[src/sv/xru_pkg.sv]
// Shared types, character constants and entity-name tables for the XML
// reference unescaper. Used by every module of the block; depends on nothing.
package xru_pkg;

    // Default number of pending result runs between the decoder and the serializer.
    localparam int QUEUE_DEPTH_DEF = 4;

    // Error codes carried with every result word.
    typedef enum logic [2:0] {
        ERR_OK        = 3'd0,
        ERR_ENTITY    = 3'd1,
        ERR_MALFORMED = 3'd2,
        ERR_LARGE     = 3'd3,
        ERR_FORBIDDEN = 3'd4
    } t_err;

    // One run: the words that a single input byte gives (one to four).
    typedef struct packed {
        logic [1:0]      last_idx;
        logic [3:0][7:0] bytes;
        logic            valid;
        t_err            err;
        logic            seg_end;
    } t_run;

    // Characters that steer the decoder.
    localparam logic [7:0] CH_AMP   = 8'h26;
    localparam logic [7:0] CH_HASH  = 8'h23;
    localparam logic [7:0] CH_SEMI  = 8'h3B;
    localparam logic [7:0] CH_X     = 8'h78;
    localparam logic [7:0] CH_SPACE = 8'h20;
    localparam logic [7:0] CH_TAB   = 8'h09;
    localparam logic [7:0] CH_LF    = 8'h0A;
    localparam logic [7:0] CH_CR    = 8'h0D;

    // Code point limits and UTF-8 framing.
    localparam logic [20:0] CODE_MAX   = 21'h10FFFF;
    localparam logic [20:0] SURR_LO    = 21'h00D800;
    localparam logic [20:0] SURR_HI    = 21'h00DFFF;
    localparam logic [20:0] NONCHAR_LO = 21'h00FFFE;
    localparam logic [20:0] NONCHAR_HI = 21'h00FFFF;
    localparam logic [7:0]  UTF8_LEAD2 = 8'hC0;
    localparam logic [7:0]  UTF8_LEAD3 = 8'hE0;
    localparam logic [7:0]  UTF8_LEAD4 = 8'hF0;
    localparam logic [7:0]  UTF8_CONT  = 8'h80;
    localparam logic [7:0]  UTF8_MASK  = 8'h3F;

    // The five predefined entities: spelling, length and replacement byte.
    localparam int NUM_NAMES = 5;
    localparam logic [7:0] NAME_CHARS [NUM_NAMES][4] = '{
        '{"a", "m", "p", 8'h00},
        '{"l", "t", 8'h00, 8'h00},
        '{"g", "t", 8'h00, 8'h00},
        '{"a", "p", "o", "s"},
        '{"q", "u", "o", "t"}
    };
    localparam logic [2:0] NAME_LEN [NUM_NAMES] = '{3'd3, 3'd2, 3'd2, 3'd4, 3'd4};
    localparam logic [7:0] NAME_OUT [NUM_NAMES] = '{8'h26, 8'h3C, 8'h3E, 8'h27, 8'h22};

endpackage

[src/sv/xru_if.sv]
// Valid/ready channel interfaces for the input bytes and the result words.
// Depends on nothing.
interface xru_in_if;
    logic       valid;
    logic       ready;
    logic [7:0] in_byte;
    logic       attribute_mode;
    logic       segment_last;

    modport source (output valid, in_byte, attribute_mode, segment_last, input ready);
    modport sink (input valid, in_byte, attribute_mode, segment_last, output ready);
endinterface

interface xru_out_if;
    logic       valid;
    logic       ready;
    logic [7:0] out_byte;
    logic       byte_valid;
    logic [2:0] error_code;
    logic       run_last;
    logic       segment_end;

    modport source (output valid, out_byte, byte_valid, error_code, run_last, segment_end,
                    input ready);
    modport sink (input valid, out_byte, byte_valid, error_code, run_last, segment_end,
                  output ready);
endinterface

[src/sv/xru_front.sv]
// Decoder front end: accepts one input byte per cycle unless the queue is full,
// tracks the reference state and builds each byte's run. Uses xru_pkg, xru_if.
module xru_front (
    input  logic          i_clk,
    input  logic          i_rst_n,
    xru_in_if.sink        i_in,
    input  logic          i_full,
    output logic          o_push,
    output xru_pkg::t_run o_run
);

    typedef enum logic [2:0] {
        PH_PLAIN = 3'd0,
        PH_AMP   = 3'd1,
        PH_HASH  = 3'd2,
        PH_DEC   = 3'd3,
        PH_HEX   = 3'd4,
        PH_NAME  = 3'd5
    } t_phase;

    t_phase        r_phase, n_phase;
    logic [20:0]   r_code, n_code;
    logic          r_seen, n_seen;
    logic [2:0]    r_cnt, n_cnt;
    logic [xru_pkg::NUM_NAMES-1:0] r_mask, n_mask;

    logic          accept;
    logic          have;
    logic          do_name;
    logic          do_num;
    logic [7:0]    c;

    assign c        = i_in.in_byte;
    assign i_in.ready = !i_full;
    assign accept   = i_in.valid && !i_full;
    assign o_push   = accept && have;

    // Entity name matching against the names still possible.
    logic [2:0]    sel_cnt;
    logic [xru_pkg::NUM_NAMES-1:0] sel_mask, name_cont;
    logic          name_hit;
    logic [7:0]    hit_byte;

    assign sel_cnt  = (r_phase == PH_AMP) ? 3'd0 : r_cnt;
    assign sel_mask = (r_phase == PH_AMP) ? '1 : r_mask;

    always_comb begin
        name_hit  = 1'b0;
        hit_byte  = '0;
        name_cont = '0;
        for (int i = 0; i < xru_pkg::NUM_NAMES; i++) begin
            if (sel_mask[i] && c == xru_pkg::CH_SEMI && sel_cnt == xru_pkg::NAME_LEN[i]) begin
                name_hit = 1'b1;
                hit_byte = xru_pkg::NAME_OUT[i];
            end
            if (sel_mask[i] && c != xru_pkg::CH_SEMI && sel_cnt < xru_pkg::NAME_LEN[i] &&
                xru_pkg::NAME_CHARS[i][sel_cnt[1:0]] == c) begin
                name_cont[i] = 1'b1;
            end
        end
    end

    // Digit decoding and accumulation; the sum is wide enough to catch overflow.
    logic          hex_mode;
    logic          dig_ok;
    logic [3:0]    dig_val;
    logic [24:0]   acc;

    assign hex_mode = (r_phase == PH_HEX);

    always_comb begin
        dig_ok  = 1'b1;
        dig_val = '0;
        if (c >= 8'h30 && c <= 8'h39) begin
            dig_val = 4'(c - 8'h30);
        end else if (hex_mode && c >= 8'h61 && c <= 8'h66) begin
            dig_val = 4'(c - 8'h57);
        end else if (hex_mode && c >= 8'h41 && c <= 8'h46) begin
            dig_val = 4'(c - 8'h37);
        end else begin
            dig_ok = 1'b0;
        end
    end

    always_comb begin
        if (hex_mode) begin
            acc = (25'(r_code) << 4) + 25'(dig_val);
        end else begin
            acc = (25'(r_code) << 3) + (25'(r_code) << 1) + 25'(dig_val);
        end
    end

    // Validity check and UTF-8 encoding of the accumulated code point.
    logic            forbidden;
    logic [3:0][7:0] enc_bytes;
    logic [1:0]      enc_idx;

    always_comb begin
        forbidden = (r_code < 21'h20 && r_code != 21'(xru_pkg::CH_TAB) &&
                     r_code != 21'(xru_pkg::CH_LF) && r_code != 21'(xru_pkg::CH_CR)) ||
                    (r_code >= xru_pkg::SURR_LO && r_code <= xru_pkg::SURR_HI) ||
                    r_code == xru_pkg::NONCHAR_LO || r_code == xru_pkg::NONCHAR_HI;
        enc_bytes = '0;
        if (r_code < 21'h80) begin
            enc_idx      = 2'd0;
            enc_bytes[0] = r_code[7:0];
        end else if (r_code < 21'h800) begin
            enc_idx      = 2'd1;
            enc_bytes[0] = 8'(r_code >> 6) | xru_pkg::UTF8_LEAD2;
            enc_bytes[1] = (r_code[7:0] & xru_pkg::UTF8_MASK) | xru_pkg::UTF8_CONT;
        end else if (r_code < 21'h10000) begin
            enc_idx      = 2'd2;
            enc_bytes[0] = 8'(r_code >> 12) | xru_pkg::UTF8_LEAD3;
            enc_bytes[1] = (8'(r_code >> 6) & xru_pkg::UTF8_MASK) | xru_pkg::UTF8_CONT;
            enc_bytes[2] = (r_code[7:0] & xru_pkg::UTF8_MASK) | xru_pkg::UTF8_CONT;
        end else begin
            enc_idx      = 2'd3;
            enc_bytes[0] = 8'(r_code >> 18) | xru_pkg::UTF8_LEAD4;
            enc_bytes[1] = (8'(r_code >> 12) & xru_pkg::UTF8_MASK) | xru_pkg::UTF8_CONT;
            enc_bytes[2] = (8'(r_code >> 6) & xru_pkg::UTF8_MASK) | xru_pkg::UTF8_CONT;
            enc_bytes[3] = (r_code[7:0] & xru_pkg::UTF8_MASK) | xru_pkg::UTF8_CONT;
        end
    end

    // Next state and the run for this byte.
    always_comb begin
        n_phase  = r_phase;
        n_code   = r_code;
        n_seen   = r_seen;
        n_cnt    = r_cnt;
        n_mask   = r_mask;
        have     = 1'b0;
        do_name  = 1'b0;
        do_num   = 1'b0;
        o_run.last_idx = 2'd0;
        o_run.bytes    = '0;
        o_run.valid    = 1'b0;
        o_run.err      = xru_pkg::ERR_OK;
        o_run.seg_end  = i_in.segment_last;

        case (r_phase)
            PH_PLAIN: begin
                if (c == xru_pkg::CH_AMP) begin
                    n_phase = PH_AMP;
                    n_code  = '0;
                    n_seen  = 1'b0;
                    n_cnt   = '0;
                end else begin
                    have        = 1'b1;
                    o_run.valid = 1'b1;
                    if (i_in.attribute_mode && (c == xru_pkg::CH_TAB ||
                        c == xru_pkg::CH_LF || c == xru_pkg::CH_CR)) begin
                        o_run.bytes[0] = xru_pkg::CH_SPACE;
                    end else begin
                        o_run.bytes[0] = c;
                    end
                end
            end
            PH_AMP: begin
                if (c == xru_pkg::CH_HASH) begin
                    n_phase = PH_HASH;
                    n_code  = '0;
                    n_seen  = 1'b0;
                end else begin
                    do_name = 1'b1;
                end
            end
            PH_NAME: begin
                do_name = 1'b1;
            end
            PH_HASH: begin
                if (c == xru_pkg::CH_X) begin
                    n_phase = PH_HEX;
                    n_code  = '0;
                    n_seen  = 1'b0;
                end else begin
                    do_num = 1'b1;
                end
            end
            PH_DEC, PH_HEX: begin
                do_num = 1'b1;
            end
            default: begin
                n_phase = PH_PLAIN;
                n_code  = '0;
                n_seen  = 1'b0;
                n_cnt   = '0;
            end
        endcase

        // Named entity step.
        if (do_name) begin
            if (name_hit) begin
                n_phase = PH_PLAIN;
                n_code  = '0;
                n_seen  = 1'b0;
                n_cnt   = '0;
                have    = 1'b1;
                o_run.valid    = 1'b1;
                o_run.bytes[0] = hit_byte;
            end else if (|name_cont) begin
                n_cnt   = sel_cnt + 3'd1;
                n_mask  = name_cont;
                n_phase = PH_NAME;
            end else begin
                n_phase = PH_PLAIN;
                n_code  = '0;
                n_seen  = 1'b0;
                n_cnt   = '0;
                have    = 1'b1;
                o_run.err = xru_pkg::ERR_ENTITY;
            end
        end

        // Numeric reference step.
        if (do_num) begin
            if (dig_ok) begin
                if (acc > 25'(xru_pkg::CODE_MAX)) begin
                    n_phase = PH_PLAIN;
                    n_code  = '0;
                    n_seen  = 1'b0;
                    n_cnt   = '0;
                    have    = 1'b1;
                    o_run.err = xru_pkg::ERR_LARGE;
                end else begin
                    n_code  = acc[20:0];
                    n_seen  = 1'b1;
                    n_phase = hex_mode ? PH_HEX : PH_DEC;
                end
            end else begin
                n_phase = PH_PLAIN;
                n_code  = '0;
                n_seen  = 1'b0;
                n_cnt   = '0;
                have    = 1'b1;
                if (c == xru_pkg::CH_SEMI && r_seen) begin
                    if (forbidden) begin
                        o_run.err = xru_pkg::ERR_FORBIDDEN;
                    end else begin
                        o_run.valid    = 1'b1;
                        o_run.bytes    = enc_bytes;
                        o_run.last_idx = enc_idx;
                    end
                end else begin
                    o_run.err = xru_pkg::ERR_MALFORMED;
                end
            end
        end

        // Segment end closes any open reference and never leaves the run empty.
        if (i_in.segment_last) begin
            if (n_phase == PH_AMP || n_phase == PH_NAME) begin
                have      = 1'b1;
                o_run.err = xru_pkg::ERR_ENTITY;
            end else if (n_phase != PH_PLAIN) begin
                have      = 1'b1;
                o_run.err = xru_pkg::ERR_MALFORMED;
            end
            if (n_phase != PH_PLAIN) begin
                n_phase = PH_PLAIN;
                n_code  = '0;
                n_seen  = 1'b0;
                n_cnt   = '0;
            end
            have = 1'b1;
        end
    end

    // Reference state registers.
    always_ff @(posedge i_clk) begin
        if (!i_rst_n) begin
            r_phase <= PH_PLAIN;
            r_code  <= '0;
            r_seen  <= 1'b0;
            r_cnt   <= '0;
            r_mask  <= '0;
        end else if (accept) begin
            r_phase <= n_phase;
            r_code  <= n_code;
            r_seen  <= n_seen;
            r_cnt   <= n_cnt;
            r_mask  <= n_mask;
        end
    end

endmodule

[src/sv/xru_queue.sv]
// Short queue of pending runs between the decoder and the serializer.
// Uses xru_pkg for the run type.
module xru_queue #(
    parameter int DEPTH = xru_pkg::QUEUE_DEPTH_DEF
) (
    input  logic          i_clk,
    input  logic          i_rst_n,
    input  logic          i_push,
    input  xru_pkg::t_run i_run,
    input  logic          i_pop,
    output logic          o_full,
    output logic          o_empty,
    output xru_pkg::t_run o_head
);

    localparam int PW = (DEPTH > 1) ? $clog2(DEPTH) : 1;
    localparam int CW = $clog2(DEPTH + 1);

    xru_pkg::t_run r_mem [DEPTH];
    logic [PW-1:0] r_wr, r_rd;
    logic [CW-1:0] r_count;

    assign o_full  = (r_count == CW'(DEPTH));
    assign o_empty = (r_count == '0);
    assign o_head  = r_mem[r_rd];

    // Storage write.
    always_ff @(posedge i_clk) begin
        if (i_push) begin
            r_mem[r_wr] <= i_run;
        end
    end

    // Pointers and fill count.
    always_ff @(posedge i_clk) begin
        if (!i_rst_n) begin
            r_wr    <= '0;
            r_rd    <= '0;
            r_count <= '0;
        end else begin
            if (i_push) begin
                r_wr <= (r_wr == PW'(DEPTH - 1)) ? '0 : r_wr + PW'(1);
            end
            if (i_pop) begin
                r_rd <= (r_rd == PW'(DEPTH - 1)) ? '0 : r_rd + PW'(1);
            end
            if (i_push && !i_pop) begin
                r_count <= r_count + CW'(1);
            end else if (i_pop && !i_push) begin
                r_count <= r_count - CW'(1);
            end
        end
    end

endmodule

[src/sv/xru_back.sv]
// Serializer back end: walks the run at the head of the queue and presents one
// result word per cycle, while the output is ready, in an output register. Uses xru_pkg, xru_if.
module xru_back (
    input  logic          i_clk,
    input  logic          i_rst_n,
    input  logic          i_empty,
    input  xru_pkg::t_run i_head,
    output logic          o_pop,
    xru_out_if.source     o_out
);

    logic         r_valid;
    logic [7:0]   r_byte;
    logic         r_bv;
    xru_pkg::t_err r_err;
    logic         r_run_last;
    logic         r_seg_end;
    logic [1:0]   r_pos;

    logic         take;
    logic         is_last;

    assign take    = (!r_valid || o_out.ready) && !i_empty;
    assign is_last = (r_pos == i_head.last_idx);
    assign o_pop   = take && is_last;

    assign o_out.valid       = r_valid;
    assign o_out.out_byte    = r_byte;
    assign o_out.byte_valid  = r_bv;
    assign o_out.error_code  = r_err;
    assign o_out.run_last    = r_run_last;
    assign o_out.segment_end = r_seg_end;

    // Output word payload.
    always_ff @(posedge i_clk) begin
        if (take) begin
            r_byte     <= i_head.bytes[r_pos];
            r_bv       <= i_head.valid;
            r_err      <= i_head.err;
            r_run_last <= is_last;
            r_seg_end  <= i_head.seg_end;
        end
    end

    // Output valid and position within the current run.
    always_ff @(posedge i_clk) begin
        if (!i_rst_n) begin
            r_valid <= 1'b0;
            r_pos   <= '0;
        end else begin
            if (take) begin
                r_valid <= 1'b1;
                r_pos   <= is_last ? 2'd0 : r_pos + 2'd1;
            end else if (o_out.ready) begin
                r_valid <= 1'b0;
            end
        end
    end

endmodule

[src/sv/xml_reference_unescaper.sv]
// XML reference unescaper: takes one raw byte per cycle and returns its decoded
// words. Depends on xru_pkg, xru_if, xru_front, xru_queue and xru_back.
//
// The block accepts one input byte every clock cycle unless its queue is full.
// Plain bytes and named entities give one result word each; a numeric reference
// gives one to four UTF-8 words, released one per cycle by the serializer while
// the output is ready. A queue of QUEUE_DEPTH runs between the decoder and the
// serializer absorbs these bursts and output stalls; input ready drops only when
// that queue is full. When nothing waits ahead of it, a byte's run is written
// into the queue as the byte is accepted and then loaded into the output
// register, where its first word can be taken.
module xml_reference_unescaper #(
    parameter int QUEUE_DEPTH = xru_pkg::QUEUE_DEPTH_DEF
) (
    input  logic      i_clk,
    input  logic      i_rst_n,
    xru_in_if.sink    i_in,
    xru_out_if.source o_out
);

    logic          push;
    logic          pop;
    logic          full;
    logic          empty;
    xru_pkg::t_run run;
    xru_pkg::t_run head;

    // Decoder: reference tracking and run building.
    xru_front u_front (
        .i_clk   (i_clk),
        .i_rst_n (i_rst_n),
        .i_in    (i_in),
        .i_full  (full),
        .o_push  (push),
        .o_run   (run)
    );

    // Pending runs.
    xru_queue #(
        .DEPTH (QUEUE_DEPTH)
    ) u_queue (
        .i_clk   (i_clk),
        .i_rst_n (i_rst_n),
        .i_push  (push),
        .i_run   (run),
        .i_pop   (pop),
        .o_full  (full),
        .o_empty (empty),
        .o_head  (head)
    );

    // Serializer: one result word per cycle while the output is ready.
    xru_back u_back (
        .i_clk   (i_clk),
        .i_rst_n (i_rst_n),
        .i_empty (empty),
        .i_head  (head),
        .o_pop   (pop),
        .o_out   (o_out)
    );

endmodule
[src/flat_wrapper.sv]
// flat-port wrapper written by rule: the top's interface ports become plain ports
module xml_reference_unescaper_flat 
#(
    parameter int QUEUE_DEPTH = xru_pkg::QUEUE_DEPTH_DEF
)
  (i_clk, i_rst_n, i_in_valid, i_in_in_byte, i_in_attribute_mode, i_in_segment_last, i_in_ready, o_out_valid, o_out_out_byte, o_out_byte_valid, o_out_error_code, o_out_run_last, o_out_segment_end, o_out_ready);
  xru_in_if i_in_i ();
  xru_out_if o_out_i ();
  input  logic i_clk;
  input  logic i_rst_n;
  input wire logic [$bits(i_in_i.valid)-1:0] i_in_valid;
  input wire logic [$bits(i_in_i.in_byte)-1:0] i_in_in_byte;
  input wire logic [$bits(i_in_i.attribute_mode)-1:0] i_in_attribute_mode;
  input wire logic [$bits(i_in_i.segment_last)-1:0] i_in_segment_last;
  output wire logic [$bits(i_in_i.ready)-1:0] i_in_ready;
  output wire logic [$bits(o_out_i.valid)-1:0] o_out_valid;
  output wire logic [$bits(o_out_i.out_byte)-1:0] o_out_out_byte;
  output wire logic [$bits(o_out_i.byte_valid)-1:0] o_out_byte_valid;
  output wire logic [$bits(o_out_i.error_code)-1:0] o_out_error_code;
  output wire logic [$bits(o_out_i.run_last)-1:0] o_out_run_last;
  output wire logic [$bits(o_out_i.segment_end)-1:0] o_out_segment_end;
  input wire logic [$bits(o_out_i.ready)-1:0] o_out_ready;
  assign i_in_i.valid = i_in_valid;
  assign i_in_i.in_byte = i_in_in_byte;
  assign i_in_i.attribute_mode = i_in_attribute_mode;
  assign i_in_i.segment_last = i_in_segment_last;
  assign i_in_ready = i_in_i.ready;
  assign o_out_valid = o_out_i.valid;
  assign o_out_out_byte = o_out_i.out_byte;
  assign o_out_byte_valid = o_out_i.byte_valid;
  assign o_out_error_code = o_out_i.error_code;
  assign o_out_run_last = o_out_i.run_last;
  assign o_out_segment_end = o_out_i.segment_end;
  assign o_out_i.ready = o_out_ready;
  xml_reference_unescaper #(.QUEUE_DEPTH(QUEUE_DEPTH)) u_core (.i_clk(i_clk), .i_rst_n(i_rst_n), .i_in(i_in_i), .o_out(o_out_i));
endmodule
[config.mk]
export PLATFORM = sky130hd
export DESIGN_NAME = xml_reference_unescaper_flat
export DESIGN_NICKNAME = d
export VERILOG_FILES = /design/src/sv/xru_pkg.sv /design/src/sv/xru_if.sv /design/src/sv/xru_front.sv /design/src/sv/xru_queue.sv /design/src/sv/xru_back.sv /design/src/sv/xml_reference_unescaper.sv /design/src/flat_wrapper.sv
export SDC_FILE = /design/constraint.sdc
export NUM_CORES = 1
export LEC_CHECK = 0
export ABC_AREA = 1
export BUFFER_PORTS_ARGS = -buffer_cell sky130_fd_sc_hd__buf_2
export CORE_MARGIN = 10
export CORE_UTILIZATION = 26
export CTS_BUF_LIST = sky130_fd_sc_hd__clkbuf_16
export CTS_CLUSTER_DIAMETER = 200
export CTS_CLUSTER_SIZE = 40
export DETAILED_ROUTE_END_ITERATION = 8
export PLACE_DENSITY = 0.48
export REMOVE_ABC_BUFFERS = 1
export SYNTH_ARGS = -nofsm -noshare
export SYNTH_HDL_FRONTEND = slang
export SYNTH_SLANG_ARGS = --single-unit
export TNS_END_PERCENT = 5
[constraint.sdc]
create_clock -name i_clk -period 9.9 [get_ports i_clk]
set_input_delay 0.99 -clock i_clk [delete_from_list [all_inputs] [get_ports i_clk]]
set_output_delay 0.99 -clock i_clk [all_outputs]
set_load 0.01 [all_outputs]
==> results.py <==
metrics = {
    "global_routing": {
        "grt_overflow": 0,
        "grt_pass1_wl_um": 52400,
        "gr-usage-all-layers_pct": 12.4,
        "antenna_found_initial": 0,
        "grt_pass1_vias": 9149,
        "grt_max_degree": 72,
    },
    "cts": {
        "cts.clk_slew.worst_paths_ns": 0.07,
        "numCtsBuffers": 17,
        "root_buffer": "clkbuf_16",
        "cts_max_path_buffers": 2,
        "postCtsSetupRepairBufs": 0,
        "cts_tree": "yes",
        "holdBufCountCts": 0,
        "clock_latency_ns": 0.44,
        "h-tree-depth": 4,
        "cts_resized": 0,
        "cts_sinks": 199,
    },
    "placed_design": {
        "place_congestion": 0.951,
        "port_buffers": 29,
        "placed_area_um2": 12400,
        "place_hpwl_um": 23200,
    },
    "pwr": {
        "swShare_pct": 33.3,
        "p_leak_nw": 5.09,
        "seqPwrFrac_pct": 44.2,
        "vdd_ir_drop_max_mv": 0.111,
        "powerDensity_nw_per_um2": 188,
        "p_sw_w": 0.000815,
        "p_int_w": 0.00163,
        "combPwrFrac_pct": 25.6,
        "clock_power_share_pct": 30.2,
    },
    "sta": {
        "setup_viol": 0,
        "timing.slew.headroom_pct": 27.2,
        "fmax_ghz": 0.159,
        "fin_setup_tns_ns": 0,
        "post-route-period-util_pct": 63.7,
        "finalMaxSlewViolations": 0,
        "rsz0062_at_grt": "false",
        "hold_viol_final": 0,
        "finalCriticalPeriod_ns": 6.30,
        "tightest_slew_ns": 1.09,
        "holdWs_ns": 0.463,
        "fin_skew_ns": 0.0176,
    },
    "critical_path": {
        "cp.required_ns": 10.22,
        "max_stage_delay_ns": 0.39,
        "crit_arrival_ns": 6.62,
        "end_kind": "flop",
        "cp_max_fo": 9,
        "critical_path_class": "input port to flop",
        "cpMostUsedCell": "nand2_1",
        "cpMaxStageDelayCell": "fa_1",
        "startpoint_type": "input port",
    },
    "yosys": {
        "synthMuxAreaShare_pct": 0,
        "synth_ff_type": "edfxtp_1",
        "yosysSeqAreaShare_pct": 47.6,
        "syn_inst": 1396,
        "synthAdderAreaFrac_pct": 6.66,
        "yosysWarnings": 0,
        "ys_seq_elements": 199,
        "ys_types": 53,
        "avgSynthCellArea_um2": 8.31,
        "synth-simple-area-share_pct": 21.5,
        "synth_edf_count": 154,
        "synth_compound_area_share_pct": 15.9,
        "synth-async-reset-ratio_pct": 0,
        "synth_top_family_by_area": "simple AND/OR/NAND/NOR gates",
        "synth_area_um2": 11600,
        "synthXorXnorAreaFrac_pct": 0.981,
    },
    "detailed_routing": {
        "wl_per_cell_um": 16.7,
        "routed_wl_um": 33500,
        "viasPerCell": 4.82,
        "first_pass_iters": 6,
        "drc": 0,
        "drt_iter0_drc": 899,
        "num_vias": 9646,
        "postRouteAntennaNets": 0,
    },
    "floorplan": {
        "dieArea_um2": 53500,
        "rows": 77,
        "die_y_um": 231,
        "die_w_um": 231,
        "initial_core_util_pct": 26.3,
        "pin_count": 30,
        "core_um2": 44100,
    },
    "min_path": {
        "min_path_type": "flop to flop",
    },
    "cells_and_area": {
        "fin_nets": 1472,
        "antenna_cells": 0,
        "final_common_cell": "nand2_1",
        "syn2layout_area_growth_pct": 11.9,
        "design_area_um2": 13000,
        "mostFrequentLayoutCells": "nand2_1, edfxtp_1, nor2_1, inv_1, o21ai_0",
        "layout-drive-gt1-share_pct": 8.58,
    },
    "run": {
        "max_cap_viol_count": 0,
    },
    "outcome": {
        "outcome": "finished clean",
    },
}
-- kinds of logic after synthesis --
group | count (synthesis)
AO/OA/AOI/OAI | 319
XOR/XNOR | 13
adder cells (fa/ha/maj) | 60
buffers and inverters | 215
flip-flops | 199
AND/OR/NAND/NOR | 590
-- metrics by stage --
| step | power (W) | worst slack [ns] | utilization, % | instances |
|---|---|---|---|---|
| after floorplan | 0.00148 | 3.49 | - | 1337 |
| after global placement | 0.00173 | 3.34 | 28.0 | 1971 |
| after detailed placement | 0.00174 | 3.21 | 28.0 | 1971 |
| after CTS | 0.00248 | 3.65 | 29.4 | 2003 |
| after global routing | 0.00259 | 2.98 | 29.4 | 2003 |
| final | 0.00245 | 3.60 | 29.4 | 2003 |
-- final cells by class --
class / count / area [um^2]
clock buffers: 17 / 425
fillers: 4783 / 31100
multi-input cells: 982 / 5270
inverters: 156 / 586
repair buffers: 42 / 243
well taps: 592 / 741
flip-flops and latches: 199 / 5530
clock inverters: 15 / 193
-- flip-flops by register name, summed over array words and instances, names as in the netlist, 2 cells and up, named ones only --
| name | flops |
|---|---|
| u_core.u_queue.r_mem | 140 |
| u_core.u_front.r_phase | 3 |
| u_core.u_back.r_pos | 2 |
| u_core.u_queue.r_wr | 2 |
| u_core.u_front.r_cnt | 3 |
| u_core.u_back.o_out.error_code | 3 |
| u_core.u_queue.r_count | 3 |
| u_core.u_front.r_code | 21 |
| u_core.u_queue.r_rd | 2 |
| u_core.u_back.o_out.out_byte | 8 |
| u_core.u_front.r_mask | 5 |
-- cells in the mapped netlist, types with 2 or more instances --
master    number  area share [%]
nand3b_1       6            0.39
xnor2_1        4            0.30
or2_2          3            0.16
a21oi_1      105             4.5
o22ai_1       25             1.3
nand2_1      294             9.5
nor4_1         6            0.32
nor2_2         4            0.22
clkinv_1       4            0.13
inv_2         18            0.58
nor2_1       151             4.9
a21oi_2        2            0.15
o31ai_1        3            0.19
o21ai_1        3            0.13
a211oi_1       6            0.39
nand2_2        7            0.38
o221ai_1      18             1.4
and2_1         2            0.11
buf_6          4            0.39
a31oi_1        3            0.16
ha_1          57             6.1
xor2_1         9            0.68
buf_1          2           0.065
nor3_1        20            0.86
o211ai_1       9            0.58
inv_1        134             4.3
buf_2          7            0.30
nand3_1       76             3.3
nand4_1       14            0.75
fa_1           3            0.52
o21ai_0      126             5.4
o21bai_1       2            0.13
edfxtp_1     154              40
a22oi_1        6            0.39
clkbuf_1      45             1.5
dfxtp_1       45             7.8
nor4_2         3            0.32
-- power groups by stage --
stage / sequential (W) / combinational (W) / clock, W
floorplan: 0.00113 / 0.000348 / 0
global placement: 0.00110 / 0.000633 / 0
detailed placement: 0.00110 / 0.000639 / 0
CTS: 0.00108 / 0.000640 / 0.000756
global route: 0.00109 / 0.000710 / 0.000786
finish: 0.00108 / 0.000627 / 0.000739
-- worst max-delay path: cells and delay by family --
| kind | cells | cell delay, ns |
|---|---|---|
| and+or+nand+nor | 18 | 1.93 |
| adders and majority gates | 6 | 1.74 |
| AOI/OAI and AO/OA | 7 | 1.08 |
| buffers and inverters | 7 | 0.87 |
-- routing by layer --
metal | wire length, um | track usage, % | share of wire [%]
met3 | 1600 | 2.09 | 4.8
met4 | 571 | 3.84 | 1.7
met1 | 16900 | 17.9 | 51
met5 | 0 | 0 | 0
met2 | 14400 | 18.4 | 43
-- final timing paths --
kind / slack [ns] / cells after the start / to / start
hold reg to reg: 0.46 / 2 / u_core.u_front.r_mask[3] / u_core.u_front.r_mask[3]
setup reg to reg: 4.02 / 38 / u_core.u_queue.r_count[2] / u_core.u_front.r_phase[2]
hold / removal: 0.46 / 2 / u_core.u_front.r_mask[3] / u_core.u_front.r_mask[3]
setup / recovery: 3.60 / 38 / u_core.u_queue.r_count[2] / i_in_in_byte[0]
No activity file was read; power rests on OpenSTA's default activity.
